## config.mk

```make
export PLATFORM = sky130hd
export DESIGN_NAME = fpsa_front
export DESIGN_NICKNAME = d
export VERILOG_FILES = /design/src/rtl/assert_macros.svh /design/src/rtl/fpsa_pkg.sv /design/src/rtl/fpsa_front.sv
export SDC_FILE = /design/constraint.sdc
export NUM_CORES = 1
export LEC_CHECK = 0
export BUFFER_PORTS_ARGS = -buffer_cell sky130_fd_sc_hd__buf_2
export CAP_MARGIN = 10
export CORE_ASPECT_RATIO = 2
export CORE_MARGIN = 2
export CORE_UTILIZATION = 58
export DETAILED_ROUTE_END_ITERATION = 8
export PLACE_DENSITY = 0.89
export SYNTH_ARGS = -nofsm -noshare
export SYNTH_HDL_FRONTEND = slang
export SYNTH_SLANG_ARGS = --single-unit
```

## constraint.sdc

```tcl
create_clock -name clock -period 20 [get_ports clock]
set_input_delay 3 -clock clock [delete_from_list [all_inputs] [get_ports clock]]
set_output_delay 3 -clock clock [all_outputs]
set_load 0.05 [all_outputs]
```

## src/rtl/assert_macros.svh

```systemverilog
// Assertion macros used by the RTL file that checks its own logic.
`ifndef ASSERT_MACROS_SVH
`define ASSERT_MACROS_SVH

// Check an implication on every rising clock edge outside reset.
`define ASSERT_CLK(label, clk, rst, prop, msg) \
   label: assert property (@(posedge clk) disable iff (rst) (prop)) else $error(msg);

// Check that a condition never holds outside reset.
`define ASSERT_NEVER(label, clk, rst, cond, msg) \
   label: assert property (@(posedge clk) disable iff (rst) !(cond)) else $error(msg);

`endif

```

## src/rtl/fpsa_pkg.sv

```systemverilog
// Shared constants and types of the free page stack allocator.
package fpsa_pkg;

   // Geometry of the managed memory
   localparam int MAX_PAGES  = 4096;
   localparam int PAGE_BYTES = 4096;
   localparam int PAGE_SHIFT = $clog2(PAGE_BYTES);
   localparam int PAGE_W     = $clog2(MAX_PAGES);
   localparam int COUNT_W    = $clog2(MAX_PAGES + 1);
   localparam int ADDR_BITS  = 64;

   localparam logic [COUNT_W-1:0] MAX_COUNT = COUNT_W'(MAX_PAGES);

   // Queue depths between the stages
   localparam int CMD_QUEUE_DEPTH = 2;
   localparam int RSP_QUEUE_DEPTH = 2;

   // Operation codes
   localparam logic FUNC_ADD   = 1'b0;
   localparam logic FUNC_ALLOC = 1'b1;

   // Result status codes
   localparam logic [1:0] ST_OK       = 2'd0;
   localparam logic [1:0] ST_EMPTY    = 2'd1;
   localparam logic [1:0] ST_OVERFLOW = 2'd2;

   // Register map
   localparam int CSR_ADDR_W = 3;
   localparam logic REG_LOW_PAGE = 1'b0;

   // Classified command: page range [lo, hi) for an add
   typedef struct packed {
      logic               func;
      logic [COUNT_W-1:0] lo;
      logic [COUNT_W-1:0] hi;
   } cmd_type;

   // One result item
   typedef struct packed {
      logic [PAGE_W-1:0]  page;
      logic [1:0]         status;
      logic [COUNT_W-1:0] free_count;
      logic [COUNT_W-1:0] page_limit;
   } rsp_type;

endpackage

```

## src/rtl/fpsa_front.sv

```systemverilog
// Front end: accepts request transfers, turns regions into page ranges, queues commands.
module fpsa_front (
   input  logic                   clock,
   input  logic                   reset,
   input  logic                   hold,
   input  logic                   push,
   output logic                   full,
   input  logic                   func,
   input  logic [63:0]            region_base,
   input  logic [63:0]            region_length,
   output logic                   cmd_valid,
   output fpsa_pkg::cmd_type      cmd,
   input  logic                   cmd_pop
);
   import fpsa_pkg::*;

   localparam int HI_W  = ADDR_BITS - PAGE_SHIFT;
   localparam int PTR_W = $clog2(CMD_QUEUE_DEPTH);
   localparam int CNT_W = $clog2(CMD_QUEUE_DEPTH + 1);

   logic [PAGE_SHIFT-1:0] odd;
   logic                  odd_nz;
   logic [PAGE_SHIFT:0]   gap;
   logic                  is_short;
   logic [63:0]           len_adj;
   logic [HI_W:0]         first_adj;
   logic                  in_range;
   logic [HI_W-1:0]       npages;
   logic [COUNT_W-1:0]    n_sat;
   logic [COUNT_W-1:0]    lo;
   logic [COUNT_W:0]      sum;
   logic [COUNT_W-1:0]    hi;
   cmd_type               entry;
   logic                  accept;

   cmd_type           q_ff [CMD_QUEUE_DEPTH];
   logic [PTR_W-1:0]  wr_ff, wr_in;
   logic [PTR_W-1:0]  rd_ff, rd_in;
   logic [CNT_W-1:0]  cnt_ff, cnt_in;

   // Round the base up to a page boundary and trim the length to match
   always_comb begin
      odd       = region_base[PAGE_SHIFT-1:0];
      odd_nz    = |odd;
      gap       = (PAGE_SHIFT + 1)'(PAGE_BYTES) - {1'b0, odd};
      is_short  = odd_nz && (region_length < 64'(gap));
      len_adj   = odd_nz ? (region_length - 64'(gap)) : region_length;
      first_adj = {1'b0, region_base[63:PAGE_SHIFT]} + (HI_W + 1)'(odd_nz);
      in_range  = first_adj < (HI_W + 1)'(MAX_PAGES);
      npages    = len_adj[63:PAGE_SHIFT];
   end

   // Clamp the page range to the managed pages
   always_comb begin
      n_sat = (npages >= HI_W'(MAX_PAGES)) ? MAX_COUNT : npages[COUNT_W-1:0];
      lo    = (is_short || !in_range) ? MAX_COUNT : first_adj[COUNT_W-1:0];
      sum   = {1'b0, lo} + {1'b0, n_sat};
      hi    = (sum > {1'b0, MAX_COUNT}) ? MAX_COUNT : sum[COUNT_W-1:0];
      entry.func = func;
      entry.lo   = lo;
      entry.hi   = hi;
   end

   // Command queue control
   assign full      = hold || (cnt_ff == CNT_W'(CMD_QUEUE_DEPTH));
   assign accept    = push && !full;
   assign cmd_valid = (cnt_ff != '0);
   assign cmd       = q_ff[rd_ff];

   always_comb begin
      wr_in  = accept ? wr_ff + 1'b1 : wr_ff;
      rd_in  = (cmd_pop && cmd_valid) ? rd_ff + 1'b1 : rd_ff;
      cnt_in = cnt_ff + CNT_W'(accept) - CNT_W'(cmd_pop && cmd_valid);
   end

   always_ff @(posedge clock) begin
      if (reset) begin
         wr_ff  <= '0;
         rd_ff  <= '0;
         cnt_ff <= '0;
      end else begin
         wr_ff  <= wr_in;
         rd_ff  <= rd_in;
         cnt_ff <= cnt_in;
      end
   end

   // Store the classified command
   always_ff @(posedge clock) begin
      if (accept) begin
         q_ff[wr_ff] <= entry;
      end
   end

endmodule

```

==> tab_implementation.tex, run 1 <==
\begin{tabular}{lr}
\hline
Metric & Value \\
\hline
\multicolumn{2}{l}{\textbf{Die}} \\
Number of rows created at floorplan & 50 \\
DIE HEIGHT & roughly 140 um \\
Die extent in x & about 73 um \\
Core area & 9320 um\^{}2 \\
Starting density of the core & 0.597 \\
Full die area & 10400 um\^{}2 \\
IO Pins & 163 \\
\multicolumn{2}{l}{\textbf{Drt}} \\
Number of antenna-violating nets in the routed design & 0 \\
DRC & 0 \\
Mean routed wirelength per cell & roughly 18 um \\
Vias post-DR & 5760 \\
DR iter-0 viols & 326 \\
Routed vias/inst & around 6.5 \\
Wirelength, routed & 16400 um \\
Number of detailed-route iterations in the first pass & 5 \\
\multicolumn{2}{l}{\textbf{GRT}} \\
Via count of the first global-routing pass & 5664 \\
Total routing resource utilization after global routing & 0.313 \\
Number of antenna violations at the first check in global routing & 0 \\
Remaining global-route overflow & 0 \\
Pin count of the biggest net entering global routing & 28 \\
Global-route wire length before repair & between 20000 and 30000 um \\
\multicolumn{2}{l}{\textbf{CTS}} \\
H-tree depth & 3 \\
Total of hold buffers inserted after clock tree synthesis & 0 \\
Post-CTS Resized & 0 \\
Maximum buffer depth of the clock tree & 2 \\
Clock tree from TritonCTS & yes \\
Clock insertion delay at the later pin of the skew report & 330 ps \\
Total CTS buffers & 9 \\
Clk sink count & 59 \\
Post-CTS clock slew at the launch and capture registers of the worst setup and hold paths & 50 ps \\
Post-CTS setup buffers & 0 \\
CTS Root Cell & sky130\_fd\_sc\_hd\_\_clkbuf\_16 \\
\multicolumn{2}{l}{\textbf{STA}} \\
Final-report hold violation count & 0 \\
Post-route minimum period & just over 10000 ps \\
Clock skew & 8.03 ps \\
Transition time of the tightest slew-check pin & about 1200 ps \\
Final setup violation count & 0 \\
Post-route fraction of the period consumed by the critical path & 0.509 \\
Slew Viols, Final & 0 \\
Peak Freq & 98.3 MHz \\
Setup repair after global routing missed its margin & no \\
Final critical-path setup slack & 9820 ps \\
Headroom to the max-slew limit & 0.180 \\
Accumulated negative setup slack & 0 ps \\
\multicolumn{2}{l}{\textbf{Final layout}} \\
Area used by multi-input combinational logic & 3720 um\^{}2 \\
Diodes inserted & 0 \\
Post-layout utilization of the core & 0.727 \\
Sequential Area & 1720 um\^{}2 \\
Top library cells by usage in the layout, fill and taps aside & sky130\_fd\_sc\_hd\_\_buf\_2 (162), sky130\_fd\_sc\_hd\_\_nor2\_1 (60), sky130\_fd\_sc\_hd\_\_edfxtp\_1 (54) \\
Layout net count & 948 \\
Share of cells above drive strength 1 & 0.293 \\
Synth-to-Final Area Change & 21.8\% \\
Most common cell after layout, fill and taps aside & sky130\_fd\_sc\_hd\_\_buf\_2 \\
Number of fill cells in the layout & 704 \\
\multicolumn{2}{l}{\textbf{Synth}} \\
Flip-flop and latch count after synthesis & 59 \\
Post-synth net total & 781 \\
Leading register cell type out of synthesis & sky130\_fd\_sc\_hd\_\_edfxtp\_1 \\
Sequential-to-total area share from yosys stat & 0.310 \\
Number of enable flip-flop cells after synthesis & 54 \\
Synth Instances & 616 \\
Post-synth design cell area & between 5000 and 6000 um\^{}2 \\
Async set-or-reset flop fraction in the synthesized netlist & 0 \\
Number of distinct library cells after synthesis & 71 \\
Average cell area after synthesis & about 9 um\^{}2 \\
Yosys warns & 0 \\
\multicolumn{2}{l}{\textbf{Power}} \\
Total power after layout & 454 uW \\
P per Cell Area & 67.0 nW/um\^{}2 \\
Peak VDD IR & about 0.058 mV \\
Cell-internal power & $\sim$300 uW \\
Part of the power in the clock network & 0.325 \\
Switching fraction of total power & 0.349 \\
Reg power frac & 0.338 \\
Power dissipated by switching net loads & 159 uW \\
Leakage power summed over all cells & 2.74 nW \\
Comb pwr share & 0.338 \\
\multicolumn{2}{l}{\textbf{Setup path}} \\
Critical-path maximum fanout & 14 \\
Class of the most critical setup path & input pin to flop \\
Crit start category & input pin \\
Worst EP arrival & 10250 ps \\
Required time of the critical path & 20070 ps \\
Endpoint kind of the worst setup timing path & flop \\
\multicolumn{2}{l}{\textbf{Place}} \\
Routability congestion estimate from global placement & 0.972 \\
Buffers on Ports & 162 \\
Detailed placement HPWL & 13300 um \\
Worst setup timing slack at the placement stage & approximately 9600 ps \\
\multicolumn{2}{l}{\textbf{Flow run}} \\
Number of maximum-capacitance constraint violations & 0 \\
\multicolumn{2}{l}{\textbf{Worst hold path}} \\
Class of the tightest hold or removal check & flop to flop \\
\multicolumn{2}{l}{\textbf{Outcome}} \\
Status & finished clean \\
\hline
\end{tabular}
-- routing by layer --
layer  track usage  wire [um]  up-vias
met1         0.302       5520     2688
met4         0.206        941        0
li1              -          -     2742
met5             0          0        -
met2         0.594       9140      270
met3        0.0312        813       60
-- layout make-up --
cell class                 instances  area share
sequential                        59       0.254
timing repair buffer             164       0.122
clock inverter                     1    0.000739
clock buffer                      15      0.0428
inverter                          22      0.0122
multi-input combinational        527       0.549
tap                              104      0.0192
-- metrics by stage --
stage,hold WS (ps),cells,cell area [um^2]
3_5_place_dp,510,876,6480
5_1_grt,564,892,6780
2_1_floorplan,481,616,5560
6_report,559,892,6780
3_3_place_gp,493,876,6480
4_1_cts,553,892,6780
-- Yosys cell counts, types with 6 or more instances --
library cell,n,area [um^2]
sky130_fd_sc_hd__o21ai_0,18,90.1
sky130_fd_sc_hd__or4_1,10,75.1
sky130_fd_sc_hd__xnor2_1,28,245
sky130_fd_sc_hd__a31oi_1,8,50.1
sky130_fd_sc_hd__nor3_2,8,80.1
sky130_fd_sc_hd__nand3b_1,7,52.6
sky130_fd_sc_hd__or3_1,11,68.8
sky130_fd_sc_hd__edfxtp_1,54,1620
sky130_fd_sc_hd__a21oi_1,21,105
sky130_fd_sc_hd__a21o_1,7,52.6
sky130_fd_sc_hd__nor2_1,61,229
sky130_fd_sc_hd__xor2_1,23,201
sky130_fd_sc_hd__mux2_2,29,327
sky130_fd_sc_hd__nor4_1,14,87.6
sky130_fd_sc_hd__o21a_1,7,52.6
sky130_fd_sc_hd__nand3_1,25,125
sky130_fd_sc_hd__nand4_1,26,163
sky130_fd_sc_hd__ha_1,30,375
sky130_fd_sc_hd__nor2b_1,9,56.3
sky130_fd_sc_hd__and4_1,6,52.6
sky130_fd_sc_hd__nand2_1,44,165
sky130_fd_sc_hd__inv_1,22,82.6
sky130_fd_sc_hd__nor3_1,29,145
sky130_fd_sc_hd__and2_1,8,50.1
sky130_fd_sc_hd__and3_1,14,87.6
sky130_fd_sc_hd__o31ai_1,10,75.1
-- logic make-up after synthesis --
group	after synthesis	synth area share
muxes	35	0.0697
and+or+nand+nor	293	0.295
xor gates and xnor gates	51	0.0803
adders and majority gates	31	0.0711
buffers and inverters	30	0.0220
AOI/OAI and AO/OA	117	0.153
DFF	59	0.310
-- sequential cells by signal, indices dropped and copies added, names as in the netlist, named ones only --
signal	cells
q_ff	54
cnt_ff	2
rd_ff	1
wr_ff	1
-- power by group through the flow --
stage | Clock [mW] | Sequential (mW) | Combinational [mW]
5_1_grt | 0.154 | 0.155 | 0.162
3_5_place_dp | 0 | 0.155 | 0.151
2_1_floorplan | 0 | 0.148 | 0.111
4_1_cts | 0.149 | 0.154 | 0.153
3_3_place_gp | 0 | 0.155 | 0.146
6_report | 0.147 | 0.153 | 0.153
-- worst paths after layout --
check	startpoint	endpoint	slack, ps	cells past startpoint
max	region_base[5]	q_ff[1][0]$_DFFE_PP_	9820	25
min	rd_ff$_SDFFE_PP0P_	flop	560	2
max reg2reg	cnt_ff[0]$_SDFF_PP0_	q_ff[1][8]$_DFFE_PP_	17930	3
min reg2reg	rd_ff$_SDFFE_PP0P_	flop	560	2
-- critical path, cell delays in order --
cell	delay [ps]
sky130_fd_sc_hd__buf_2	120
sky130_fd_sc_hd__nor4_2	540
sky130_fd_sc_hd__nor2b_1	240
sky130_fd_sc_hd__nand3_1	120
sky130_fd_sc_hd__nor3_1	190
sky130_fd_sc_hd__xor2_1	190
sky130_fd_sc_hd__ha_1	320
sky130_fd_sc_hd__a21o_1	240
sky130_fd_sc_hd__nand2_1	70
sky130_fd_sc_hd__nor4bb_1	800
sky130_fd_sc_hd__nand3b_1	340
sky130_fd_sc_hd__o41ai_1	410
sky130_fd_sc_hd__and4_1	250
sky130_fd_sc_hd__nand4_2	390
sky130_fd_sc_hd__or3_1	530
sky130_fd_sc_hd__fa_1	440
sky130_fd_sc_hd__nor2b_1	190
sky130_fd_sc_hd__o2111ai_1	180
sky130_fd_sc_hd__a31oi_1	250
sky130_fd_sc_hd__a21oi_1	140
sky130_fd_sc_hd__a21oi_1	200
sky130_fd_sc_hd__nor3_1	80
sky130_fd_sc_hd__a31oi_1	470
sky130_fd_sc_hd__o41ai_1	280
sky130_fd_sc_hd__and2_1	240
Note: power is estimated with default switching activity, not from simulation.
==> run 2: changes to the inputs <==
Settings changed: ABC_AREA from default to 1, CORE_UTILIZATION 58 to 57, PLACE_DENSITY 0.89 to 0.84.
Clock period 20 ns to 10.4 ns, I/O delays scaled along.
==> run 2 against run 1 <==
Sequential power grew 90%. Cell count grew 84%. Global-route usage grew 3.3 points. Critical path depth grew 7. Flip-flop and latch count is the same. Register-to-register slack lost 9200 ps. Clock power grew 140%. Critical endpoint is now q_ff[0][0]$_DFFE_PP_. Largest power group is now clock. Highest routed layer unchanged.
==> tab_implementation.tex, run 2 <==
\begin{tabular}{lr}
\hline
Metric & Value \\
\hline
\multicolumn{2}{l}{\textbf{Setup path}} \\
Crit start category & input pin (unchanged) \\
Required time of the critical path & 10510 ps (was 20070 ps) \\
Endpoint kind of the worst setup timing path & flop (unchanged) \\
Critical-path maximum fanout & 15 (was 14) \\
Worst R2R End & cnt\_ff[1]\$\_SDFF\_PP0\_ (was q\_ff[1][8]\$\_DFFE\_PP\_) \\
Slowest stage delay, CP & 490 ps (was 800 ps) \\
Most used cell along the critical path & sky130\_fd\_sc\_hd\_\_nor2\_1 \\
Class of the most critical setup path & input pin to flop (unchanged) \\
Reg-to-reg slack, setup & 8720 ps (was 17930 ps) \\
Number of cells on the worst reg-to-reg path & 10 (was 3) \\
Worst EP arrival & 8500 ps (was 10250 ps) \\
Largest delay contributor family on the critical path & simple AND/OR/NAND/NOR gates (unchanged) \\
Count of buffering cells on the critical path with inverters included & 4 (was 1) \\
Critical path's slowest cell & sky130\_fd\_sc\_hd\_\_nand4\_2 (was sky130\_fd\_sc\_hd\_\_nor4bb\_1) \\
Worst flop-to-flop path startpoint & cnt\_ff[1]\$\_SDFF\_PP0\_ (was cnt\_ff[0]\$\_SDFF\_PP0\_) \\
\multicolumn{2}{l}{\textbf{GRT}} \\
Pin count of the biggest net entering global routing & 28 (unchanged) \\
Via count of the first global-routing pass & 8499 (was 5664) \\
Number of antenna violations at the first check in global routing & 0 (unchanged) \\
Remaining global-route overflow & 0 (unchanged) \\
Total routing resource utilization after global routing & 0.346 (was 0.313) \\
Global-route wire length before repair & 40700 um (was 25400 um) \\
\multicolumn{2}{l}{\textbf{Place}} \\
Buffers on Ports & 162 (unchanged) \\
Routability congestion estimate from global placement & 1.05 (was 0.972) \\
Detailed placement HPWL & 21900 um (was 13300 um) \\
Area after DPL & 8880 um\^{}2 (was 6480 um\^{}2) \\
\multicolumn{2}{l}{\textbf{Final layout}} \\
Biggest register & q\_ff (unchanged) \\
Area of all placed cells without fillers & 9240 um\^{}2 (was 6780 um\^{}2) \\
Top library cells by usage in the layout, fill and taps aside & sky130\_fd\_sc\_hd\_\_nand2\_1 (384), sky130\_fd\_sc\_hd\_\_nor2\_1 (226), sky130\_fd\_sc\_hd\_\_inv\_1 (192) (was sky130\_fd\_sc\_hd\_\_buf\_2 (162), sky130\_fd\_sc\_hd\_\_nor2\_1 (60), sky130\_fd\_sc\_hd\_\_edfxtp\_1 (54)) \\
Area used by multi-input combinational logic & 5400 um\^{}2 (was 3720 um\^{}2) \\
Share of cells above drive strength 1 & 0.181 (was 0.293) \\
Diodes inserted & 0 (unchanged) \\
Largest registers & q\_ff x54, cnt\_ff x2 (unchanged) \\
Most common cell after layout, fill and taps aside & sky130\_fd\_sc\_hd\_\_nand2\_1 (was sky130\_fd\_sc\_hd\_\_buf\_2) \\
Sequential Area & 1720 um\^{}2 (unchanged) \\
Number of fill cells in the layout & 1265 (was 704) \\
Synth-to-Final Area Change & 16.6\% (was 21.8\%) \\
Layout net count & 1648 (was 948) \\
Largest register FFs & 54 (unchanged) \\
\multicolumn{2}{l}{\textbf{Synth}} \\
Async set-or-reset flop fraction in the synthesized netlist & 0 (unchanged) \\
Flip-flop and latch count after synthesis & 59 (unchanged) \\
Number of enable flip-flop cells after synthesis & 54 (unchanged) \\
Library cell occupying the most area in the post-synthesis netlist & sky130\_fd\_sc\_hd\_\_edfxtp\_1 (unchanged) \\
Sequential-to-total area share from yosys stat & 0.217 (was 0.310) \\
Synth Instances & 1318 (was 616) \\
Post-synth net total & 1483 (was 781) \\
Top post-synthesis cells by count & sky130\_fd\_sc\_hd\_\_nand2\_1 (384), sky130\_fd\_sc\_hd\_\_nor2\_1 (228), sky130\_fd\_sc\_hd\_\_inv\_1 (192) (was sky130\_fd\_sc\_hd\_\_nor2\_1 (61), sky130\_fd\_sc\_hd\_\_edfxtp\_1 (54), sky130\_fd\_sc\_hd\_\_nand2\_1 (44)) \\
Most common cell in the synthesized netlist & sky130\_fd\_sc\_hd\_\_nand2\_1 (was sky130\_fd\_sc\_hd\_\_nor2\_1) \\
Largest cells by area after synthesis & sky130\_fd\_sc\_hd\_\_edfxtp\_1 (20\%), sky130\_fd\_sc\_hd\_\_nand2\_1 (18\%), sky130\_fd\_sc\_hd\_\_nor2\_1 (11\%) (was sky130\_fd\_sc\_hd\_\_edfxtp\_1 (29\%), sky130\_fd\_sc\_hd\_\_ha\_1 (6.7\%), sky130\_fd\_sc\_hd\_\_mux2\_2 (5.9\%)) \\
Number of distinct library cells after synthesis & 43 (was 71) \\
Post-synth design cell area & 7920 um\^{}2 (was 5560 um\^{}2) \\
Yosys warns & 0 (unchanged) \\
Average cell area after synthesis & 6.01 um\^{}2 (was 9.03 um\^{}2) \\
Leading register cell type out of synthesis & sky130\_fd\_sc\_hd\_\_edfxtp\_1 (unchanged) \\
Share of the synthesized area in the top cell type & 0.205 (was 0.292) \\
\multicolumn{2}{l}{\textbf{Outcome}} \\
Status & finished clean (unchanged) \\
\multicolumn{2}{l}{\textbf{CTS}} \\
Clock tree from TritonCTS & yes (unchanged) \\
Total CTS buffers & 9 (unchanged) \\
CTS Root Cell & sky130\_fd\_sc\_hd\_\_clkbuf\_16 (unchanged) \\
H-tree depth & 3 (unchanged) \\
Clock insertion delay at the later pin of the skew report & 330 ps (about the same) \\
Maximum buffer depth of the clock tree & 2 (unchanged) \\
Total of hold buffers inserted after clock tree synthesis & 0 (unchanged) \\
Post-CTS Resized & 0 (unchanged) \\
Clk sink count & 59 (unchanged) \\
Post-CTS clock slew at the launch and capture registers of the worst setup and hold paths & 50 ps (about the same) \\
Post-CTS setup buffers & 0 (unchanged) \\
\multicolumn{2}{l}{\textbf{Drt}} \\
Mean routed wirelength per cell & 16.0 um (was 18.4 um) \\
DR iter-0 viols & 607 (was 326) \\
Number of antenna-violating nets in the routed design & 0 (unchanged) \\
Number of detailed-route iterations in the first pass & 7 (was 5) \\
Vias post-DR & 9266 (was 5760) \\
Wirelength, routed & 26300 um (was 16400 um) \\
DRC & 0 (unchanged) \\
Routed vias/inst & 5.63 (was 6.46) \\
\multicolumn{2}{l}{\textbf{Flow run}} \\
Number of maximum-capacitance constraint violations & 0 (unchanged) \\
\multicolumn{2}{l}{\textbf{Worst hold path}} \\
Worst Hold Launch & rd\_ff\$\_SDFFE\_PP0P\_ (unchanged) \\
Min-Delay Path Depth & 2 (unchanged) \\
Class of the tightest hold or removal check & flop to flop (unchanged) \\
\multicolumn{2}{l}{\textbf{Die}} \\
Die extent in x & 87.4 um (was 73.2 um) \\
IO Pins & 163 (unchanged) \\
DIE HEIGHT & 171 um (was 142 um) \\
Core area & 13700 um\^{}2 (was 9320 um\^{}2) \\
Number of rows created at floorplan & 61 (was 50) \\
Full die area & 14900 um\^{}2 (was 10400 um\^{}2) \\
Starting density of the core & 0.577 (was 0.597) \\
\multicolumn{2}{l}{\textbf{Power}} \\
Switching fraction of total power & 0.350 (was 0.349) \\
Power dissipated by switching net loads & 341 uW (was 159 uW) \\
Cell-internal power & 633 uW (was 296 uW) \\
Reg power frac & 0.299 (was 0.338) \\
Comb pwr share & 0.343 (was 0.338) \\
P per Cell Area & 105 nW/um\^{}2 (was 67.0 nW/um\^{}2) \\
Total power after layout & 974 uW (was 454 uW) \\
Leakage power summed over all cells & 4.42 nW (was 2.74 nW) \\
Part of the power in the clock network & 0.358 (was 0.325) \\
Peak VDD IR & 0.0785 mV (was 0.0581 mV) \\
\multicolumn{2}{l}{\textbf{STA}} \\
Accumulated negative setup slack & 0 ps (unchanged) \\
Slew Viols, Final & 0 (unchanged) \\
Setup repair after global routing missed its margin & no (unchanged) \\
Final-report hold violation count & 0 (unchanged) \\
Clock skew & 9.86 ps (was 8.03 ps) \\
Transition time of the tightest slew-check pin & 1210 ps (was 1230 ps) \\
Post-route fraction of the period consumed by the critical path & 0.807 \\
Peak Freq & 119 MHz \\
Post-route minimum period & between 8000 and 9000 ps \\
Final setup violation count & 0 (unchanged) \\
Headroom to the max-slew limit & 0.192 (was 0.180) \\
\hline
\end{tabular}
## run 2: cell types whose count changed after synthesis, sizes merged, moves of 12 or more
cell / change
and3: -14
inv: +172
nand2: +346
nand3: +91
nand4: +17
nor2: +201
or4: -12
xnor2: -19
xor2: +14
## run 2: worst max-delay path by stage
stage,from,end,slack (ps),depth (start not counted)
finish,region_base[1],q_ff[0][0]$_DFFE_PP_,2010,32
global route,region_base[2],q_ff[1][9]$_DFFE_PP_,1440,32
CTS,region_base[1],q_ff[0][0]$_DFFE_PP_,2070,32
detailed placement,region_base[1],q_ff[0][0]$_DFFE_PP_,1860,32
global placement,region_base[1],q_ff[0][0]$_DFFE_PP_,2190,32
floorplan,region_base[1],q_ff[0][3]$_DFFE_PP_,3780,37
## run 2: kinds of logic after synthesis
logic type	after synthesis	share of synthesized area
muxes	27	0.0384
AOI/OAI and AO/OA	63	0.0447
xor gates and xnor gates	46	0.0509
adders and majority gates	31	0.0499
and+or+nand+nor	888	0.498
DFF	59	0.217
buffers and inverters	204	0.101
## run 2: final cells by class
class,instances,share of cell area
Inverter,194,0.0788
Clock buffer,12,0.0289
Multi-Input combinational cell,1055,0.585
Clock inverter,4,0.0103
Timing Repair Buffer,164,0.0894
Sequential cell,59,0.186
Tap cell,157,0.0213
## run 2: through the flow
stage / setup WS, ps / hold WS, ps / std cells / util
6_report: 2010 / 560 / 1645 / 0.672
5_1_grt: 1440 / 574 / 1645 / 0.672
4_1_cts: 2070 / 557 / 1645 / 0.672
2_1_floorplan: 3780 / 454 / 1318 / -
3_3_place_gp: 2190 / 467 / 1629 / 0.646
3_5_place_dp: 1860 / 519 / 1629 / 0.646
## run 2: power by group through the flow
| stage | clock [mW] | combinational [mW] | sequential (mW) |
|---|---|---|---|
| 2_1_floorplan | 0 | 0.237 | 0.283 |
| 3_5_place_dp | 0 | 0.327 | 0.295 |
| 6_report | 0.349 | 0.334 | 0.291 |
| 5_1_grt | 0.359 | 0.361 | 0.293 |
| 3_3_place_gp | 0 | 0.321 | 0.293 |
| 4_1_cts | 0.352 | 0.331 | 0.291 |
## run 2: tightest hold or removal path, delay by kind of cell, from the launching register on
kind	cells	cell delay, ps
flops	1	310
simple gates	1	100
compound gates	1	90
## run 2: routing by layer
| metal | vias up | share of wire | track usage | wire (um) |
|---|---|---|---|---|
| met5 | - | 0 | 0 | 0 |
| met4 | 0 | 0.043 | 0.149 | 1120 |
| met3 | 76 | 0.067 | 0.0338 | 1770 |
| met2 | 463 | 0.49 | 0.593 | 12800 |
| met1 | 4140 | 0.40 | 0.431 | 10600 |
| li1 | 4587 | - | - | - |
